==> src/rtl/gbfa_pkg.sv <==
// Package for the GB2312 text to font address block.
// Item types, queue command type, register indexes and byte code constants.
// No dependencies.
`timescale 1ns / 1ps

package gbfa_pkg;

  localparam int XW = 12;
  localparam int YW = 8;
  localparam int AW = 18;
  localparam int OFFW = 12;
  localparam int CFGW = 18;

  localparam logic [7:0] HANZI_LO  = 8'hB0;
  localparam logic [7:0] HANZI_HI  = 8'hF7;
  localparam logic [7:0] SYM_LO    = 8'hA1;
  localparam logic [7:0] SYM_HI    = 8'hA3;
  localparam logic [7:0] TRAIL_LO  = 8'hA1;
  localparam logic [7:0] ASCII_LO  = 8'h20;
  localparam logic [7:0] ASCII_HI  = 8'h7E;
  localparam logic [13:0] ROW_GLYPHS = 14'd94;
  localparam logic [XW-1:0] X_MAX = 12'd4095;
  localparam logic [XW:0] STEP_WIDE   = 13'd16;
  localparam logic [XW:0] STEP_NARROW = 13'd8;

  localparam logic [OFFW-1:0] HANZI_OFFSET_RESET = 12'd846;
  localparam logic [AW-1:0]   ASCII_BASE_RESET   = 18'h3B7C0;

  typedef enum logic {
    CFG_HANZI_INDEX_OFFSET = 1'b0,
    CFG_ASCII_BASE_ADDRESS = 1'b1
  } cfg_index_t;

  typedef struct packed {
    logic [7:0]    text_byte;
    logic          first_of_string;
    logic [XW-1:0] start_x;
    logic [YW-1:0] start_y;
  } in_item_t;

  typedef struct packed {
    logic [AW-1:0] font_address;
    logic          glyph_wide;
    logic [XW-1:0] draw_x;
    logic [YW-1:0] draw_y;
  } out_item_t;

  // row: lead offset; col: trail offset (wide) or ascii offset (narrow)
  typedef struct packed {
    logic          wide;
    logic          hanzi;
    logic [6:0]    row;
    logic [6:0]    col;
    logic [XW-1:0] draw_x;
    logic [YW-1:0] draw_y;
  } glyph_cmd_t;

endpackage

==> src/rtl/gb2312_text_to_font_address_core.sv <==
// Top level of the GB2312 text to font address block.
// Instantiates gbfa_front, gbfa_queue and gbfa_back; depends on gbfa_pkg.
//
// Usage: text bytes enter on in_valid/in_stall with in_item; each item is
// one byte plus an optional start-of-string position. Every hanzi or symbol
// character (lead + trail byte) and every printable ASCII byte yields one
// glyph request on out_valid/out_stall with out_item: font ROM address,
// width flag and pixel position. Lead bytes, NUL and unmatched bytes yield
// nothing.
// Throughput: one byte per cycle while in_stall is low, set by the front
// part classifying one byte per cycle. The byte that completes a glyph is
// queued at the edge that accepts it; the command then loads the output
// register when popped and is held there until the receiver takes it.
// Two-entry command queue parts the front from the output register; when the
// receiver stalls, the queue fills and in_stall rises once it is full.
// Configuration is written through cfg_write_enable/cfg_index/cfg_data;
// the user must write it only while idle; the block does not enforce this.
// Reset (rst, synchronous) clears cursor, line, pending lead and queue,
// and loads the register reset values.
`timescale 1ns / 1ps

module gb2312_text_to_font_address_core
  import gbfa_pkg::*;
(
  input  logic            clk,
  input  logic            rst,
  input  logic            cfg_write_enable,
  input  logic            cfg_index,
  input  logic [CFGW-1:0] cfg_data,
  input  logic            in_valid,
  output logic            in_stall,
  input  in_item_t        in_item,
  output logic            out_valid,
  input  logic            out_stall,
  output out_item_t       out_item
);

  logic       accept, push, pop, q_full, q_not_empty;
  glyph_cmd_t push_cmd, head;

  assign in_stall = q_full;
  assign accept   = in_valid && !q_full;

  gbfa_front u_front (
    .clk    (clk),
    .rst    (rst),
    .accept (accept),
    .item   (in_item),
    .push   (push),
    .cmd    (push_cmd)
  );

  gbfa_queue u_queue (
    .clk       (clk),
    .rst       (rst),
    .push      (push),
    .push_cmd  (push_cmd),
    .pop       (pop),
    .full      (q_full),
    .not_empty (q_not_empty),
    .head      (head)
  );

  gbfa_back u_back (
    .clk              (clk),
    .rst              (rst),
    .cfg_write_enable (cfg_write_enable),
    .cfg_index        (cfg_index),
    .cfg_data         (cfg_data),
    .cmd_valid        (q_not_empty),
    .cmd              (head),
    .pop              (pop),
    .out_valid        (out_valid),
    .out_stall        (out_stall),
    .out_item         (out_item)
  );

endmodule

==> src/rtl/gbfa_front.sv <==
// Front part: accepts text bytes, tracks the pending lead byte and cursor,
// and issues glyph commands. Depends on gbfa_pkg.
`timescale 1ns / 1ps

module gbfa_front
  import gbfa_pkg::*;
(
  input  logic       clk,
  input  logic       rst,
  input  logic       accept,
  input  in_item_t   item,
  output logic       push,
  output glyph_cmd_t cmd
);

  logic          pend_valid, pend_valid_next;
  logic          pend_hanzi, pend_hanzi_next;
  logic [6:0]    pend_row, pend_row_next;
  logic [XW-1:0] cursor_x, cursor_x_next;
  logic [YW-1:0] line_y, line_y_next;

  logic          eff_pv;
  logic [XW-1:0] cx;
  logic [YW-1:0] ly;
  logic [7:0]    b;
  logic          is_hz, is_sym, is_ascii, emit, wide;
  logic [XW:0]   adv;

  always_comb begin
    b        = item.text_byte;
    eff_pv   = pend_valid && !item.first_of_string;
    cx       = item.first_of_string ? item.start_x : cursor_x;
    ly       = item.first_of_string ? item.start_y : line_y;
    is_hz    = (b >= HANZI_LO) && (b <= HANZI_HI);
    is_sym   = (b >= SYM_LO) && (b <= SYM_HI);
    is_ascii = (b >= ASCII_LO) && (b <= ASCII_HI);

    pend_valid_next = 1'b0;
    pend_hanzi_next = pend_hanzi;
    pend_row_next   = pend_row;
    emit = 1'b0;
    wide = 1'b0;
    cmd.hanzi = pend_hanzi;
    cmd.row   = pend_row;
    cmd.col   = 7'(b - ASCII_LO);

    if (eff_pv && (b >= TRAIL_LO)) begin
      emit    = 1'b1;
      wide    = 1'b1;
      cmd.col = 7'(b - TRAIL_LO);
    end else if (is_hz || is_sym) begin
      pend_valid_next = 1'b1;
      pend_hanzi_next = is_hz;
      pend_row_next   = is_hz ? 7'(b - HANZI_LO) : 7'(b - SYM_LO);
    end else if (is_ascii) begin
      emit = 1'b1;
    end

    cmd.wide   = wide;
    cmd.draw_x = cx;
    cmd.draw_y = ly;
    push       = accept && emit;

    adv = {1'b0, cx} + (wide ? STEP_WIDE : STEP_NARROW);
    if (emit) begin
      cursor_x_next = adv[XW] ? X_MAX : adv[XW-1:0];
    end else begin
      cursor_x_next = cx;
    end
    line_y_next = ly;
  end

  always_ff @(posedge clk) begin
    if (rst) begin
      pend_valid <= 1'b0;
      pend_hanzi <= 1'b0;
      pend_row   <= '0;
      cursor_x   <= '0;
      line_y     <= '0;
    end else if (accept) begin
      pend_valid <= pend_valid_next;
      pend_hanzi <= pend_hanzi_next;
      pend_row   <= pend_row_next;
      cursor_x   <= cursor_x_next;
      line_y     <= line_y_next;
    end
  end

endmodule

==> src/rtl/gbfa_queue.sv <==
// Two-entry command queue between front and back parts.
// Depends on gbfa_pkg.
`timescale 1ns / 1ps

module gbfa_queue
  import gbfa_pkg::*;
(
  input  logic       clk,
  input  logic       rst,
  input  logic       push,
  input  glyph_cmd_t push_cmd,
  input  logic       pop,
  output logic       full,
  output logic       not_empty,
  output glyph_cmd_t head
);

  glyph_cmd_t entry [2];
  logic       wr_ptr, rd_ptr;
  logic [1:0] count, count_next;

  always_comb begin
    full       = (count == 2'd2);
    not_empty  = (count != 2'd0);
    head       = entry[rd_ptr];
    count_next = count + 2'(push) - 2'(pop);
  end

  always_ff @(posedge clk) begin
    if (push) begin
      entry[wr_ptr] <= push_cmd;
    end
  end

  always_ff @(posedge clk) begin
    if (rst) begin
      wr_ptr <= 1'b0;
      rd_ptr <= 1'b0;
      count  <= '0;
    end else begin
      if (push) begin
        wr_ptr <= !wr_ptr;
      end
      if (pop) begin
        rd_ptr <= !rd_ptr;
      end
      count <= count_next;
    end
  end

endmodule

==> src/rtl/gbfa_back.sv <==
// Back part: holds the configuration registers, turns glyph commands into
// font ROM addresses and drives the output register. Depends on gbfa_pkg.
`timescale 1ns / 1ps

module gbfa_back
  import gbfa_pkg::*;
(
  input  logic            clk,
  input  logic            rst,
  input  logic            cfg_write_enable,
  input  logic            cfg_index,
  input  logic [CFGW-1:0] cfg_data,
  input  logic            cmd_valid,
  input  glyph_cmd_t      cmd,
  output logic            pop,
  output logic            out_valid,
  input  logic            out_stall,
  output out_item_t       out_item
);

  logic [OFFW-1:0] hanzi_index_offset;
  logic [AW-1:0]   ascii_base_address;
  logic [13:0]     prod, idx;
  logic [AW-1:0]   addr;

  always_comb begin
    prod = 14'(cmd.row) * ROW_GLYPHS;
    idx  = prod + 14'(cmd.col) + (cmd.hanzi ? 14'(hanzi_index_offset) : 14'd0);
    if (cmd.wide) begin
      addr = {idx[12:0], 5'b0};
    end else begin
      addr = {7'd0, cmd.col, 4'b0} + ascii_base_address;
    end
    pop = cmd_valid && (!out_valid || !out_stall);
  end

  always_ff @(posedge clk) begin
    if (rst) begin
      hanzi_index_offset <= HANZI_OFFSET_RESET;
      ascii_base_address <= ASCII_BASE_RESET;
    end else if (cfg_write_enable) begin
      unique case (cfg_index_t'(cfg_index))
        CFG_HANZI_INDEX_OFFSET: hanzi_index_offset <= cfg_data[OFFW-1:0];
        CFG_ASCII_BASE_ADDRESS: ascii_base_address <= cfg_data[AW-1:0];
        default: ;
      endcase
    end
  end

  always_ff @(posedge clk) begin
    if (rst) begin
      out_valid <= 1'b0;
    end else if (pop) begin
      out_valid <= 1'b1;
    end else if (!out_stall) begin
      out_valid <= 1'b0;
    end
  end

  always_ff @(posedge clk) begin
    if (pop) begin
      out_item.font_address <= addr;
      out_item.glyph_wide   <= cmd.wide;
      out_item.draw_x       <= cmd.draw_x;
      out_item.draw_y       <= cmd.draw_y;
    end
  end

endmodule
==> config.mk <==
export PLATFORM = sky130hd
export DESIGN_NAME = gb2312_text_to_font_address_core
export DESIGN_NICKNAME = d
export VERILOG_FILES = /design/src/rtl/gbfa_pkg.sv /design/src/rtl/gb2312_text_to_font_address_core.sv /design/src/rtl/gbfa_front.sv /design/src/rtl/gbfa_queue.sv /design/src/rtl/gbfa_back.sv
export SDC_FILE = /design/constraint.sdc
export NUM_CORES = 1
export LEC_CHECK = 0
export BUFFER_PORTS_ARGS = -buffer_cell sky130_fd_sc_hd__buf_2
export CAP_MARGIN = 20
export CORE_ASPECT_RATIO = 1.5
export CORE_MARGIN = 1
export CORE_UTILIZATION = 50
export DETAILED_ROUTE_END_ITERATION = 16
export PLACE_DENSITY = 0.72
export RECOVER_POWER = 100
export SYNTH_ARGS = -nofsm -noshare
export SYNTH_HDL_FRONTEND = slang
export SYNTH_SLANG_ARGS = --single-unit
==> constraint.sdc <==
create_clock -name clk -period 5.6 [get_ports clk]
set_input_delay 0.28 -clock clk [delete_from_list [all_inputs] [get_ports clk]]
set_output_delay 0.28 -clock clk [all_outputs]
set_load 0.05 [all_outputs]
== Yosys cells after proc, flatten, opt, wreduce, memory -nomap -nowiden ==
Memories as Yosys holds them, arrays and structs flattened. A register that Yosys moved wholly into a read port is not among the register bits.
Index checks and enable logic that the tools add are counted.
Widths: inputs -> output; s select.

* Add/subtract/negate cells: 9
* $mul: 1
* Order comparisons: 6
* Equality and inequality tests: 2
* Multiplexer cells: 21
* Bitwise operators: 2
* Reduce and logical (&&, ||, !) cells: 20

{| class="wikitable"
|+ Operators with widths
! operator !! number
|-
| $mux 12 || 4
|-
| $sub 7x6->7 const B || 3
|-
| $add 11x18->18 || 1
|-
| $mux 18 || 1
|-
| $ge 8x8->1 const B || 2
|-
| $le 8x8->1 const B || 2
|-
| $mux 7 || 2
|-
| $add 12x13->13 || 1
|-
| $add 13x13->13 || 1
|-
| $add 13x7->13 || 1
|-
| $mul 7x6->12 const B || 1
|-
| $mux 1 || 12
|-
| $ge 8x6->1 const B || 1
|-
| $le 8x7->1 const B || 1
|-
| $logic_and 1x1->1 || 8
|-
| $mux 8 || 1
|-
| $logic_not 1->1 || 6
|-
| $mux 5 || 1
|-
| $reduce_and 2->1 || 2
|-
| $reduce_and 3->1 || 1
|-
| $add 2x1->2 || 1
|-
| $eq 2x2->1 const B || 1
|-
| $logic_or 1x1->1 || 2
|-
| $ne 2x1->1 const B || 1
|-
| 3 further kinds || 4
|}

* Flip-flop bits (word level): 103
* RAM bits: 72
* Input port bits: 53
* Output and inout port bits: 41
* Word-level logic and storage cells: 78
* Memories kept: 1

{| class="wikitable"
|+ Memory list
! name !! depth !! width !! read ports !! clocked after Yosys merged registers in !! write ports !! RTL line !! RTL
|-
| u_queue.entry || 2 || 36 || 1 || 1 || 1 || gbfa_queue.sv:18 || <nowiki>glyph_cmd_t entry [2];</nowiki>
|}

== Logic depth before layout (Yosys ltp) ==
Gate-level depths: netlist of the first run.

* Depth in word-level cells: 8
* Mapped depth: 22
* Mapped depth without buffers: 20

== By module ==
Synthesis of the first run repeated with hierarchy kept, for this count alone.

* Cells, all modules: 845
* Area, all modules: 9,552.9 um^2

{| class="wikitable"
|+ Modules (own cells, without submodules)
! module !! times used !! cells each !! area an instance (um^2) !! seq. area each (um^2)
|-
| gbfa_back || 1 || 463 || 4,505.6 || 1,791.7
|-
| gbfa_queue || 1 || 133 || 2,970.3 || 2,262.2
|-
| gbfa_front || 1 || 248 || 2,063.2 || 580.6
|-
| gb2312_text_to_font_address_core || 1 || 1 || 13.8 || 0.0
|}

== Least setup slack after synthesis of the first run ==
No wires, ideal clock.

* Path kind: register to register
* From: reg with a tool-made name
* To: reg, netlist name u_back.out_item[38]
* Library setup time: 287 ps
* Arrival: 5,222 ps
* Required time: 5,313 ps
* Slack: 91 ps
* Stages on the path, launching flop included: 22
* Path buffers: 2
* Clock period less this slack: 5,509 ps
* Cell sequence: dfxtp_1 -> buf_2 -> buf_1 -> mux2i_1 -> inv_1 -> fa_1 -> inv_1 -> fa_1 -> fa_1 -> inv_1 -> ha_1 -> nor2b_1 -> o21a_1 -> o41ai_1 -> xnor2_1 -> ha_1 -> xor2_1 -> xnor2_1 -> xnor2_1 -> or3_1 -> a211oi_1 -> a221oi_1

==> results.json, run 1 <==
{
  "overflow": 0,
  "worst-slew-pin-transition_ns": 2.05,
  "postSynth.topFlopCell": "edfxtp_1",
  "chipHeight_um": 170,
  "drt_pre_antenna_iters": 4,
  "worstPathRequired_ns": 5.76,
  "yosys-top-cells-area": "edfxtp_1, dfxtp_1, ha_1",
  "seqCellArea_mm2": 0.00464,
  "track_usage_pct": 21.8,
  "dpl.hpwl_mm": 14.6,
  "cts.path.max_buffers": 2,
  "synth.cell_area_mm2": 0.00937,
  "synth_largest_type_area_fraction_pct": 35.6,
  "synth_enable_flop_cells": 111,
  "topRoutingLayerUsed": "met4",
  "path_clk_slew_ns": 0.07,
  "crit_path_top_delay_cell": "fa_1",
  "die_x_um": 114,
  "fin_worst_skew_ns": 0.0120,
  "violations_in_the_final_reports": "capacitance limit, slew limit",
  "route.met3.wl_um": 671,
  "critPathCaptureType": "flip-flop",
  "timing.hold.ws_ns": 0.0582,
  "route.detailed.wl_per_inst_um": 16.4,
  "final_max_slew_viol_count": 135,
  "totalWireLength_mm": 19.7,
  "tns_ns": 0,
  "synth-seq-cells": 176,
  "layout.nets": 1071,
  "fmax_mhz": 190,
  "syn-num-nets": 978,
  "buffer_ports.inserted": 93,
  "coreArea_mm2": 0.0185,
  "worst-path-max-fanout": 9,
  "cts_buffers": 17,
  "design.die.area_mm2": 0.0193,
  "max_slew_margin_pct": -36.5,
  "cts_root_buf": "clkbuf_16",
  "clkSinkCount": 176,
  "grt_first_pass_wirelength_mm": 32.3,
  "critical_path_class": "flip-flop to flip-flop",
  "fin_util_pct": 57.2,
  "hold_viol_final": 0,
  "synthesis.yosys.warnings": 0,
  "post_synth_inst_count": 844,
  "synth.avg_cell_area_um2": 11.1,
  "grt_start_max_net_pins": 44,
  "drt-met1-wl_mm": 7.20,
  "yosysTopAreaCell": "edfxtp_1",
  "drc": 0,
  "setup-violations-final": 0,
  "final_period_minus_worst_setup_slack_ns": 5.26,
  "rsz0062_at_grt": "false",
  "grt_pass1_vias": 6869,
  "average_via_count_per_standard_cell": 5.31,
  "areaGrowthSynthToFinish_pct": 12.8,
  "synth_cell_type_count": 68,
  "synth-async-reset-ratio_pct": 0,
  "family_with_the_most_delay_on_the_worst_path": "adder cells",
  "timing.critical_path.slowest_cell_delay_ns": 0.54,
  "post_cts_buffers": 0,
  "cts-htree-levels": 4,
  "clk-insertion-delay-late_ns": 0.43,
  "run_status": "finished with violations",
  "num_vias": 6386,
  "ios": 94,
  "arrival_ns": 5.43,
  "gp_congestion": 0.933,
  "detailroute.wirelength.met2_mm": 11.2,
  "post_route_cells_drive_above_1_share_pct": 13.1,
  "critical_path.cell_chain": "mux2_2 -> fa_1 -> inv_1 -> fa_1 -> fa_1 -> inv_1 -> ha_1 -> nor2b_1 -> o21a_1 -> o41ai_1 -> xnor2_1 -> ha_1 -> xor2_1 -> xnor2_1 -> xnor2_1 -> or3_1 -> a211oi_1 -> a221oi_1",
  "buffers_inverters_on_critical_path": 2,
  "antenna_cells_inserted": 0,
  "grt_antenna_before_repair": 0,
  "drt_iter0_drc": 265,
  "fin_crit_sh_pct": 94.0,
  "critical_path.startpoint_type": "flip-flop",
  "multi_input_gate_area_in_the_final_layout_mm2": 0.00430,
  "tritoncts": "done",
  "final.fill_count": 1628,
  "antenna_violating_nets_post_route": 0,
  "hold_path.class": "input pin to flip-flop",
  "cap_violations": 5,
  "rows": 61,
  "yosysSeqAreaShare_pct": 49.4,
  "start_util_pct": 50.7
}
cell type report:
class                      count  area share, %
sequential                   176           43.9
tap                          252           2.98
clock buffer                  19           4.10
clock inverter                13           1.43
multi-input combinational    568           40.7
timing repair buffer         103           4.39
inverter                      71           2.52
worst paths after layout:
path / startpoint / endpoint / slack, ns / cells after the start
setup / recovery: flip-flop / u_back.out_item[38]$_DFFE_PP_ / 0.34 / 18
hold reg to reg: u_front.line_y[3]$_SDFFE_PP0P_ / u_front.line_y[3]$_SDFFE_PP0P_ / 0.46 / 2
hold / removal: cfg_data[12] / u_back.ascii_base_address[12]$_SDFFE_PP1P_ / 0.06 / 3
setup reg to reg: flip-flop / u_back.out_item[38]$_DFFE_PP_ / 0.34 / 18
cells in the final DEF (no fill, tap or decap), drive strengths merged, types with 8 or more instances in the layout:
| cell type | netlist | routed |
|---|---|---|
| mux2i | 22 | 22 |
| nor3 | 11 | 11 |
| nand2 | 108 | 108 |
| a21oi | 49 | 49 |
| nor2b | 20 | 20 |
| nand2b | 9 | 9 |
| xnor2 | 27 | 27 |
| o211ai | 8 | 8 |
| mux2 | 41 | 41 |
| o21ai | 20 | 20 |
| edfxtp | 111 | 111 |
| clkbuf | 17 | 68 |
| nand3b | 20 | 20 |
| and2 | 15 | 15 |
| nor2 | 51 | 51 |
| dfxtp | 65 | 65 |
| a211oi | 12 | 12 |
| xor2 | 15 | 15 |
| nand3 | 9 | 9 |
| ha | 58 | 58 |
| buf | 12 | 54 |
| inv | 71 | 76 |
| fa | 23 | 23 |
logic make-up (layout without fill, tap and decap cells):
kind of cell | after synthesis | in the layout | share of synthesized area [%]
flip-flops | 176 | 176 | 49.4
XOR/XNOR | 42 | 42 | 3.92
multiplexers | 63 | 63 | 7.32
AND/OR/NAND/NOR | 260 | 260 | 13.5
adder cells (fa/ha/maj) | 81 | 81 | 12.7
AO/OA/AOI/OAI | 122 | 122 | 8.69
buffers and inverters | 100 | 206 | 4.45
tightest hold or removal path, delay by kind of cell:
family / cells / cell delay, ns
buffers and inverters: 1 / 0.08
AND/OR/NAND/NOR: 2 / 0.11
state kept, by name, indices dropped and copies added, names as in the netlist, named ones only:
register                   cells
u_front.pend_valid             1
u_back.out_item               39
u_front.line_y                 8
u_back.ascii_base_address     18
u_queue.count                  2
u_queue.entry                 72
u_front.pend_hanzi             1
u_front.pend_row               7
u_back.out_valid               1
u_queue.wr_ptr                 1
u_queue.rd_ptr                 1
u_front.cursor_x              12
u_back.hanzi_index_offset     12
timing repair:
item	CTS	global route
endpoints found under the hold margin	0	0
setup endpoints to repair	0	2
hold buffers	0	0
gates resized for setup	0	3
Yosys cell counts, types with 3 or more instances:
master and count:
edfxtp_1 111, nand2_1 108, inv_1 71, dfxtp_1 65
ha_1 58, nor2_1 50, a21oi_1 47, mux2_2 41
xnor2_1 27, fa_1 23, mux2i_1 21, nand3b_1 20
nor2b_1 20, clkbuf_1 17, o21ai_0 16, xor2_1 15
and2_1 13, a211oi_1 11, nand2b_1 9, nand3_1 9
nor3_1 7, o211ai_1 7, a21o_1 5, nor3_2 4
or3_1 4, a31oi_1 3, and3_1 3, buf_1 3
buf_2 3, buf_4 3, o21ai_1 3
per-stage QoR:
stage / cell area [um^2] / cells / worst slack [ns]
2_1_floorplan: 9370 / 844 / 0.0905
3_3_place_gp: 10100 / 1170 / 0.468
3_5_place_dp: 10100 / 1170 / 0.324
4_1_cts: 10700 / 1202 / 0.306
5_1_grt: 10600 / 1202 / 0.0324
6_report: 10600 / 1202 / 0.337
layer usage:
| metal | up-vias | GRT usage [%] |
|---|---|---|
| met3 | 38 | 4.57 |
| met5 | - | 0 |
| met2 | 142 | 43.1 |
| met4 | 0 | 10.6 |
| li1 | 3125 | - |
| met1 | 3081 | 20.9 |
Power of run 1 is not shown: default switching activity piles up to over one toggle a cycle in this logic, so the estimate is an artifact.
==> inputs of run 2 (changes only) <==
--- a/config.mk
+++ b/config.mk
@@ -9,9 +9,9 @@
 export CAP_MARGIN = 20
 export CORE_ASPECT_RATIO = 1.5
 export CORE_MARGIN = 1
-export CORE_UTILIZATION = 50
+export CORE_UTILIZATION = 49
 export DETAILED_ROUTE_END_ITERATION = 16
-export PLACE_DENSITY = 0.72
+export PLACE_DENSITY = 0.71
 export RECOVER_POWER = 100
 export SYNTH_ARGS = -nofsm -noshare
 export SYNTH_HDL_FRONTEND = slang
==> results.json, run 2 (synthesis gave the netlist of run 1 again) <==
{
  "die_x_um": 115,
  "rr_worst_depth": 20,
  "design.die.area_mm2": 0.0197,
  "fin_crit_sh_pct": 93.7,
  "chipHeight_um": 171,
  "drc": 0,
  "use_met2_pct": 41.3,
  "hold_path.class": "input pin to flip-flop",
  "tritoncts": "done",
  "gp_congestion": 0.860,
  "drt_pre_antenna_iters": 4,
  "mostFrequentLayoutCell": "edfxtp_1",
  "max_slew_margin_pct": -29.9,
  "ios": 94,
  "grt_first_pass_wirelength_mm": 32.0,
  "dpl.cell_count": 1170,
  "average_via_count_per_standard_cell": 5.26,
  "cap_violations": 4,
  "hp-start": "cfg_data[15]",
  "arrival_ns": 5.50,
  "globalRouteMet3Util_pct": 4.65,
  "layout.nets": 1072,
  "critPathCaptureType": "flip-flop",
  "worstPathRequired_ns": 5.85,
  "registers.top_by_ff_count": "u_queue.entry",
  "hold_viol_final": 0,
  "timing.hold.worst_endpoint": "u_back.ascii_base_address[15]$_SDFFE_PP1P_",
  "finish.cell_count_without_fillers": 1204,
  "layout_common_cells": "edfxtp_1, nand2_1, inv_1, dfxtp_1, ha_1",
  "track_usage_pct": 21.5,
  "largest_register_ff_count": 72,
  "overflow": 0,
  "worst-path-max-fanout": 9,
  "critical_path_class": "flip-flop to flip-flop",
  "grt_start_max_net_pins": 66,
  "clk-insertion-delay-late_ns": 0.43,
  "coreArea_mm2": 0.0186,
  "buffer_ports.inserted": 93,
  "cts-resized-gates": 0,
  "cts.path.max_buffers": 2,
  "grt.busiest_layer": "met2",
  "num_vias": 6331,
  "global_route.usage.met1_pct": 21.3,
  "fmax_mhz": 191,
  "start_util_pct": 50.3,
  "drt_iter0_drc": 299,
  "areaGrowthSynthToFinish_pct": 13.4,
  "cts_root_buf": "clkbuf_16",
  "path_clk_slew_ns": 0.07,
  "tns_ns": 0,
  "worst-slew-pin-transition_ns": 1.95,
  "post_route_cells_drive_above_1_share_pct": 13.1,
  "cts_buffers": 17,
  "violations_in_the_final_reports": "capacitance limit, slew limit",
  "hold_depth": 3,
  "totalWireLength_mm": 19.6,
  "final.fill_count": 1720,
  "grt_antenna_before_repair": 1,
  "setup-violations-final": 0,
  "critical_path.reg2reg.endpoint": "u_back.out_item[38]$_DFFE_PP_",
  "final_period_minus_worst_setup_slack_ns": 5.25,
  "post_cts_buffers": 0,
  "rows": 61,
  "clkSinkCount": 176,
  "largestRegisters": "u_queue.entry x72, u_back.out_item x39, u_back.ascii_base_address x18",
  "seqCellArea_mm2": 0.00464,
  "grt_pass1_vias": 6575,
  "run_status": "finished with violations",
  "multi_input_gate_area_in_the_final_layout_mm2": 0.00430,
  "cts-htree-levels": 4,
  "rsz0062_at_grt": "false",
  "final_max_slew_viol_count": 84,
  "worst-r2r-setup-slack_ns": 0.35,
  "postCtsHoldBufs": 0,
  "route.detailed.wl_per_inst_um": 16.3,
  "critical_path.startpoint_type": "flip-flop",
  "timing.hold.ws_ns": 0.0637,
  "fin_worst_skew_ns": 0.0112,
  "dpl.hpwl_mm": 14.5,
  "antenna_violating_nets_post_route": 0
}
## run 2: how the worst max path moves through the flow
| stage | end | slack (ns) |
|---|---|---|
| after detailed placement | u_back.out_item[38]$_DFFE_PP_ | 0.34 |
| final | u_back.out_item[38]$_DFFE_PP_ | 0.35 |
| after floorplan | u_back.out_item[38]$_DFFE_PP_ | 0.09 |
| after global routing | u_back.out_item[38]$_DFFE_PP_ | 0.006 |
| after global placement | u_back.out_item[38]$_DFFE_PP_ | 0.44 |
| after CTS | u_back.out_item[37]$_DFFE_PP_ | 0.30 |
## run 2: metrics by stage
| step | area, um^2 | worst slack (ns) | util, % |
|---|---|---|---|
| after floorplan | 9370 | 0.0905 | - |
| after global placement | 10100 | 0.443 | 54.2 |
| after detailed placement | 10100 | 0.336 | 54.2 |
| after CTS | 10700 | 0.302 | 57.7 |
| after global routing | 10600 | 0.00568 | 57.1 |
| final | 10600 | 0.352 | 57.1 |
## run 2: cell type report
cell class	instances	area share, %
Antenna cell	1	0.0235
Clock buffer	20	4.50
Clock inverter	12	1.58
Inverter	71	2.51
Multi-Input combinational cell	568	40.4
Sequential cell	176	43.6
Tap cell	252	2.97
Timing Repair Buffer	104	4.37
## run 2: critical path, stage by stage (launching register included)
cell and delay (ns):
dfxtp_2 0.46, mux2i_1 0.43, inv_1 0.16, fa_1 0.47, ha_1 0.29, inv_1 0.05, fa_1 0.52, inv_1 0.04
ha_1 0.32, a21oi_1 0.23, nor2b_1 0.08, o21a_1 0.19, nor2_1 0.11, xnor2_1 0.13, ha_1 0.25, ha_1 0.36
a21o_1 0.20, a211oi_1 0.22, a21oi_1 0.11, and2_1 0.17, a221oi_1 0.25
## run 2: per-layer routing
layer	part of all wire, %	wire length [um]
met3	3.7	733
met5	0	0
met4	3.0	588
met2	56	11000
met1	37	7280
Power of run 2 is left out for the same reason.
==> inputs of run 3 (changes only) <==
--- a/config.mk
+++ b/config.mk
@@ -7,12 +7,15 @@
 export LEC_CHECK = 0
 export BUFFER_PORTS_ARGS = -buffer_cell sky130_fd_sc_hd__buf_2
 export CAP_MARGIN = 20
+export CELL_PAD_IN_SITES_DETAIL_PLACEMENT = 1
+export CELL_PAD_IN_SITES_GLOBAL_PLACEMENT = 2
 export CORE_ASPECT_RATIO = 1.5
 export CORE_MARGIN = 1
-export CORE_UTILIZATION = 49
+export CORE_UTILIZATION = 36
 export DETAILED_ROUTE_END_ITERATION = 16
-export PLACE_DENSITY = 0.71
+export PLACE_DENSITY_LB_ADDON = 0.1
 export RECOVER_POWER = 100
+export SKIP_CTS_REPAIR_TIMING = 1
 export SYNTH_ARGS = -nofsm -noshare
 export SYNTH_HDL_FRONTEND = slang
 export SYNTH_SLANG_ARGS = --single-unit
==> results.json, run 3 (synthesis gave the netlist of run 1 again) <==
{
  "critical_path.reg2reg.endpoint": "u_back.out_item[38]$_DFFE_PP_",
  "num_vias": 6458,
  "largest_register_ff_count": 72,
  "buffers_inverters_on_critical_path": 2,
  "fin_worst_skew_ns": 0.00819,
  "family_with_the_most_delay_on_the_worst_path": "adder cells",
  "drt_pre_antenna_iters": 4,
  "fin_crit_sh_pct": 93.2,
  "route.detailed.wl_per_inst_um": 18.4,
  "run_status": "finished with violations",
  "critPathCapture": "u_back.out_item[38]$_DFFE_PP_",
  "topRoutingLayerUsed": "met4",
  "gp_congestion": 0.835,
  "layout_common_cells": "edfxtp_1, nand2_1, inv_1, dfxtp_1, ha_1",
  "drc": 0,
  "cts-htree-levels": 4,
  "antenna_violating_nets_post_route": 0,
  "crit_path_top_delay_cell": "fa_1",
  "rows": 72,
  "grt_first_pass_wirelength_mm": 37.4,
  "critical_path.startpoint_type": "flip-flop",
  "dpl.hpwl_mm": 18.3,
  "mostFrequentLayoutCell": "edfxtp_1",
  "worst-path-max-fanout": 9,
  "worst-slew-pin-transition_ns": 2.25,
  "largestRegisters": "u_queue.entry x72, u_back.out_item x39, u_back.ascii_base_address x18",
  "detailroute.wirelength.met2_mm": 14.0,
  "path_clk_slew_ns": 0.07,
  "cts.path.max_buffers": 2,
  "track_usage_pct": 18.6,
  "cts_root_buf": "clkbuf_16",
  "fmax_mhz": 192,
  "tritoncts": "done",
  "critical_path.cell_chain": "mux2_2 -> fa_1 -> inv_1 -> fa_1 -> fa_1 -> inv_1 -> ha_1 -> nor2b_1 -> o21a_1 -> o41ai_1 -> xnor2_1 -> ha_1 -> xor2_1 -> xnor2_1 -> xnor2_1 -> or3_1 -> a211oi_1 -> a221oi_1",
  "rr_worst_depth": 18,
  "rsz0062_at_grt": "false",
  "overflow": 0,
  "registers.top_by_ff_count": "u_queue.entry",
  "crit_cells": 18,
  "route.met3.wl_um": 501,
  "critical_path_class": "flip-flop to flip-flop",
  "chipHeight_um": 200,
  "arrival_ns": 5.38,
  "violations_in_the_final_reports": "capacitance limit, slew limit",
  "layout.nets": 1072,
  "hold_viol_final": 0,
  "max_slew_margin_pct": -49.8,
  "average_via_count_per_standard_cell": 5.03,
  "die_x_um": 134,
  "design.die.area_mm2": 0.0267,
  "tns_ns": 0,
  "coreArea_mm2": 0.0257,
  "final_max_slew_viol_count": 90,
  "start_util_pct": 36.5,
  "drt_iter0_drc": 211,
  "grt_pass1_vias": 7160,
  "post_route_cells_drive_above_1_share_pct": 13.0,
  "grt_antenna_before_repair": 0,
  "clk-insertion-delay-late_ns": 0.43,
  "cts_buffers": 17,
  "areaGrowthSynthToFinish_pct": 13.8,
  "worstPathRequired_ns": 5.76,
  "setup-violations-final": 0,
  "buffer_ports.inserted": 93,
  "totalWireLength_mm": 23.6,
  "timing.critical_path.slowest_cell_delay_ns": 0.55,
  "ios": 94,
  "drt-met1-wl_mm": 8.61,
  "hold_path.class": "input pin to flip-flop",
  "critPathCaptureType": "flip-flop",
  "final.fill_count": 2859,
  "cap_violations": 6,
  "worst-r2r-setup-slack_ns": 0.38,
  "final_period_minus_worst_setup_slack_ns": 5.22,
  "clkSinkCount": 176,
  "grt_start_max_net_pins": 39,
  "antenna_cells_inserted": 0
}
## run 3: metal layers
metal,vias to the layer above,track usage (%)
met5,-,0
met2,84,38.6
met4,0,6.94
met1,3220,17.6
li1,3126,-
met3,28,3.17
## run 3: per-stage QoR
step | worst slack [ns] | util, % | instance area [um^2] | hold WS (ns) | instances
after floorplan | 0.0905 | - | 9370 | 0.401 | 844
after global placement | 0.361 | 39.7 | 10200 | 0.438 | 1251
after detailed placement | 0.169 | 39.8 | 10200 | 0.444 | 1252
after CTS | 0.135 | 42.0 | 10800 | 0.0498 | 1284
after global routing | 0.0423 | 41.5 | 10700 | 0.0636 | 1284
final | 0.379 | 41.5 | 10700 | 0.0714 | 1284
## run 3: worst min path at each step
stage                                                         start                                         end  depth (start not counted)  slack, ns
final                                                  cfg_data[16]  u_back.ascii_base_address[16]$_SDFFE_PP1P_                          3       0.07
after detailed placement  u_back.ascii_base_address[3]$_SDFFE_PP0P_   u_back.ascii_base_address[3]$_SDFFE_PP0P_                          2       0.44
after CTS                                              cfg_data[16]  u_back.ascii_base_address[16]$_SDFFE_PP1P_                          3       0.05
after floorplan                                        cfg_data[10]  u_back.ascii_base_address[10]$_SDFFE_PP1P_                          2       0.40
after global placement    u_back.ascii_base_address[1]$_SDFFE_PP0P_   u_back.ascii_base_address[1]$_SDFFE_PP0P_                          2       0.44
after global routing                                   cfg_data[12]  u_back.ascii_base_address[12]$_SDFFE_PP1P_                          3       0.06
## run 3: layout make-up
type	count	area, um^2	share of cell area (%)
clock buffer	20	457	4.28
tap	333	417	3.91
sequential	176	4640	43.5
multi-input combinational	568	4310	40.4
clock inverter	12	110	1.03
timing repair buffer	104	464	4.35
inverter	71	267	2.50
## run 3: worst reg2reg max path: stages, from the launching register on
cell and delay [ns]:
dfxtp_4 0.44, mux2_2 0.44, fa_1 0.55, inv_1 0.05, fa_1 0.46, fa_1 0.54, inv_1 0.04, ha_1 0.34
nor2b_1 0.16, o21a_1 0.19, o41ai_1 0.31, xnor2_1 0.17, ha_1 0.19, xor2_1 0.19, xnor2_1 0.15, xnor2_1 0.09
or3_1 0.33, a211oi_1 0.24, a221oi_1 0.07
Power of run 3 is left out for the same reason.
